**src/sv/polyline_corridor_simplifier_defines.svh**
```systemverilog
// Assertion macros shared by the simplifier.
`ifndef POLYLINE_CORRIDOR_SIMPLIFIER_DEFINES_SVH
`define POLYLINE_CORRIDOR_SIMPLIFIER_DEFINES_SVH
`define PCS_ASSERT_IMPL(label, clk, rst_n, a, c) \
	label: assert property (@(posedge clk) disable iff (!rst_n) (a) |-> (c)) \
		else $error("pcs check failed");
`define PCS_ASSERT_NEXT(label, clk, rst_n, a, c) \
	label: assert property (@(posedge clk) disable iff (!rst_n) (a) |=> (c)) \
		else $error("pcs check failed");
`endif

```
**src/sv/pcs_pkg.sv**
```systemverilog
package pcs_pkg;
	localparam int MaxSpan = 64;
	localparam int SpanIdxW = $clog2(MaxSpan);
	localparam int SpanCntW = $clog2(MaxSpan + 1);
	localparam logic [9:0] TolReset = 10'd2;

	typedef struct packed {
		logic signed [15:0] point_x;
		logic signed [15:0] point_y;
		logic               final_point;
	} point_t;

	typedef struct packed {
		logic signed [15:0] vertex_x;
		logic signed [15:0] vertex_y;
		logic               final_vertex;
	} vertex_t;

	typedef struct packed {
		logic signed [16:0] qx;
		logic signed [16:0] qy;
		logic signed [16:0] px;
		logic signed [16:0] py;
		logic [19:0]        d2;
	} chk_req_t;

	typedef struct packed {
		logic busy;
		logic done;
		logic fail;
	} chk_stat_t;
endpackage

```
**src/sv/pcs_span_mem.sv**
```systemverilog
module pcs_span_mem (
	input  logic                       clk,
	input  logic                       wr_en,
	input  logic [pcs_pkg::SpanIdxW-1:0] wr_addr,
	input  logic [31:0]                wr_data,
	input  logic [pcs_pkg::SpanIdxW-1:0] rd_addr,
	output logic [31:0]                rd_data
);
	import pcs_pkg::*;
	logic [31:0] mem [MaxSpan];

	always_ff @(posedge clk) begin
		if (wr_en) begin
			mem[wr_addr] <= wr_data;
		end
		rd_data <= mem[rd_addr];
	end
endmodule

```
**config.mk**
```make
export PLATFORM = sky130hd
export DESIGN_NAME = pcs_span_mem
export DESIGN_NICKNAME = d
export VERILOG_FILES = /design/src/sv/polyline_corridor_simplifier_defines.svh /design/src/sv/pcs_pkg.sv /design/src/sv/pcs_span_mem.sv
export SDC_FILE = /design/constraint.sdc
export NUM_CORES = 2
export LEC_CHECK = 0
export ABC_AREA = 0
export BUFFER_PORTS_ARGS = -buffer_cell sky130_fd_sc_hd__buf_2
export CAP_MARGIN = 20
export CORE_MARGIN = 3
export CORE_UTILIZATION = 55
export CTS_CLUSTER_DIAMETER = 120
export DETAILED_ROUTE_END_ITERATION = 8
export PLACE_DENSITY = 0.72
export SYNTH_ARGS = -nofsm -noshare
export SYNTH_HDL_FRONTEND = slang
export SYNTH_SLANG_ARGS = --single-unit
```
**constraint.sdc**
```tcl
create_clock -name clk -period 10.29 [get_ports clk]
set_input_delay 1.029 -clock clk [delete_from_list [all_inputs] [get_ports clk]]
set_output_delay 1.029 -clock clk [all_outputs]
set_load 0.03 [all_outputs]
```
# Word-level counts from Yosys, hierarchy flattened
# Memories as Yosys holds them, arrays and structs flattened. A register that Yosys moved wholly into a read port is not among the register bits.
# Index checks and enable logic that the tools add are counted.
dict set report totals {
  ff_bits 0
  latchBits 0
  ramBits 2048
  romBits 0
  out_inout_bits 32
  wordCells 3
  n_memories 1
}
# name depth word_bits rd rd_ports_with_merged_regs write_ports line_no
set memory_table {}
lappend memory_table {mem 64 32 1 1 1 pcs_span_mem.sv:10} ;# logic [31:0] mem [MaxSpan];
dict set report classes {
  n_addsub 0
  multipliers 0
  div_mod_pow 0
  n_lt_le_gt_ge 0
  eq_ne 0
  shift 0
  n_mux 2
  n_bitwise 0
  n_reduce_logical 0
}
# operator n
set ops {}
lappend ops {{1-bit two-way mux} 2}

# Depth between registers and ports, before layout
dict set report logic_depth {
  ltp_word 2
  mapped_depth 10
  ltp_nobuf 5
}

# Least setup slack after synthesis
# OpenSTA, ideal clock, no wires.
dict set report synth_timing {
  kind {input -> register}
  start {input port wr_addr[3] (netlist bit)}
  end {memory mem[48][0], enable pin}
  setup_ns 0.461
  arrival_ns 3.728
  slack_ns 6.101
  stages 4
  n_path_buf 1
  cell_sequence {clkbuf_1 -> nor2b_1 -> nand4b_1 -> nor3_1}
}
# item line_no
set synth_lines {}
lappend synth_lines {{from (decl)} pcs_span_mem.sv:4} ;# input logic [pcs_pkg::SpanIdxW-1:0] wr_addr,
lappend synth_lines {{to (decl)} pcs_span_mem.sv:10}
# No word-level cell before the write port.

==> results.cfg <==
[outcome]
status = complete, no violations

[global_routing]
grt_max_degree = 103
antenna_found_initial = 7
grt_pass1_wl_um = 276000
track_usage_pct = 26.8
grt_overflow_total = 0
grt_pass1_vias = 37000

[worst_setup_path]
cp.arrival_ns = 4.81
critPathLaunch = rd_addr[1]
slowest_stage = buf_4
crit_fanout = 95
critPathCaptureType = flop
crit_chain = buf_8 -> buf_12 -> buf_4 -> mux4_2 -> mux4_2 -> o22ai_1 -> nor2_1
worst-setup-path-type = in -> reg
cp-start-kind = input port
timing.critical_path.buf_inv = 3
crit_path_frequent_cell = mux4_2
rr_startpoint = mem[15][13]
crit_family = buffers and inverters
crit_required_ns = 10.95
critPathMaxStageDelay_ns = 0.84

[synth]
yosysSeqAreaShare_pct = 79.1
syn-num-nets = 3370
synthTopCellsByArea = edfxtp_1 78%, mux4_2 16%, mux2i_1 1.2%
synthDominantAreaCellType = edfxtp_1
ys_ff_latch = 2080
synth_top_cell_area_share_pct = 78.3
yosysUniqueCellTypes = 34
ys.warnings.count = 0
syn_area_um2 = 78500
syn_inst = 3324
syn_area_per_cell_um2 = 23.6

[cts]
cts_buffer_depth = 3
ctsHoldBuffers = 0
cts_resized = 0
clock_sinks = 2080
ctsHtreeMaxLevel = 4
cts-buffers-inserted = 197
clock-root-buffer = clkbuf_16
cts_tree = yes
post_cts_buffers = 0
clock_latency_ns = 0.81
path_clk_slew_ns = 0.06

[cells_and_area]
final_common_cell = edfxtp_1
n_fill_cell = 9245
synthToLayoutAreaGrowth_pct = 12.5
mostFrequentLayoutCells = 2048 x edfxtp_1, 544 x mux4_2, 202 x clkbuf_16, 100 x buf_4, 93 x mux2i_1
design_area_um2 = 88400
drive_above_1_share_pct = 29.1
nNetsFinal = 3590

[detailed_routing]
routed_via_density = 6.67
totalWireLength_um = 194000
ant_nets = 0
vias = 37400
first_iter_violations = 5484
remaining_drc_errors = 0
routedWlPerCell_um = 34.7
first_pass_iters = 8

[min_path]
hold_class = in -> reg
hold_start = wr_data[28]

[job]
max-cap-violations = 0

[sta]
finalHoldViolations = 0
clock_skew_ns = 0.0253
finalSetupTns_ns = 0
final.min_clock_period_ns = 4.15
post-route-period-util_pct = 40.3
setup_viol = 0
rsz0062_at_grt = no
slew_headroom_pct = 24.3
worstMarginPinSlew_ns = 1.14
fmax_ghz = 0.241
maxSlewViolCount = 0

[pwr]
pwr_density_cell_nw_per_um2 = 195
power.leakage_nw = 27.4
ir_drop_v = 0.000157

[place]
place_congestion = 0.767
hpwl_um = 98400
numPortBuffers = 77
placed_area_um2 = 81700

[floorplan]
dieArea_um2 = 147000
dieHeight_um = 384
die_w_um = 384
core_um2 = 142000
start_util_pct = 55.5
rows = 138
io_pins = 78
## cell type report
cell class              count  area, um^2  area share, %
flip-flops and latches   2080       62100           70.3
multi-input cells        1062       16000           18.1
clock buffers             259        5380           6.09
well taps                1890        2360           2.68
repair buffers            203        1700           1.92
clock inverters            98         790          0.894
diodes                      8        20.0         0.0227
## registers in the layout, summed over array words and instances (netlist names)
signal   count
mem       2048
rd_data     32
## logic make-up (layout without fill, tap and decap cells)
logic type / Yosys count / after routing / share of synthesized area, %
muxes: 637 / 637 / 16.8
DFF: 2080 / 2080 / 79.1
buffers and inverters: 182 / 560 / 1.13
AOI/OAI and AO/OA: 202 / 202 / 1.67
and+or+nand+nor: 223 / 223 / 1.27
other: 0 / 8 / 0
## synth_stat cells
cell type / count
buf_4: 25
nor3_1: 7
or3b_1: 2
clkbuf_1: 74
nand3b_1: 5
mux2i_1: 93
buf_6: 5
nor2_1: 137
dfxtp_1: 32
or3b_2: 3
a41o_1: 4
or2_2: 1
and2_1: 2
o32ai_1: 4
or3_1: 3
nand4b_1: 1
a31oi_1: 1
nand2b_1: 8
edfxtp_1: 2048
mux4_2: 544
a311oi_1: 8
nand2_1: 26
or2_0: 1
buf_2: 57
a22oi_1: 12
a21oi_1: 62
nand4_1: 2
nor2b_1: 15
o221ai_1: 27
buf_1: 21
o22ai_1: 84
nand3_1: 5
and3_1: 4
or2_1: 1
## stage by stage
step	total power [mW]	cells	util, %	setup slack (ns)	hold WS, ns
global placement	10.4	5212	57.7	5.27	0.799
floorplan	10.1	3324	-	6.10	0.663
finish	17.3	5600	62.4	6.14	0.505
detailed placement	10.4	5212	57.7	5.25	0.813
CTS	17.3	5569	62.1	6.10	0.649
global route	17.7	5594	62.4	6.15	0.486
## metal layers
layer  up-vias  track usage (%)  part of all wire (%)
li1      14700                -                     -
met1     19800             38.8                    37
met2      2463             42.0                    48
met3       325             5.21                    11
met4         2             8.58                   3.4
met5         -                0                0.0062
## worst paths after layout
path,end,slack [ns],depth (start not counted)
worst max-delay path,rd_data[13],6.14,7
worst min-delay path,mem[42][28],0.51,1
worst max register to register,rd_data[13],7.97,4
worst min register to register,rd_data[17],0.84,4
## power by group
| group | total [mW] | internal, mW | leakage, nW | switching [mW] |
|---|---|---|---|---|
| clock network | 6.97 | 3.98 | 3.00 | 2.99 |
| logic | 0.855 | 0.319 | 5.75 | 0.537 |
| registers | 9.43 | 9.38 | 18.7 | 0.0479 |
| total | 17.3 | 13.7 | 27.4 | 3.58 |
Power figures use the tool's default switching activity.
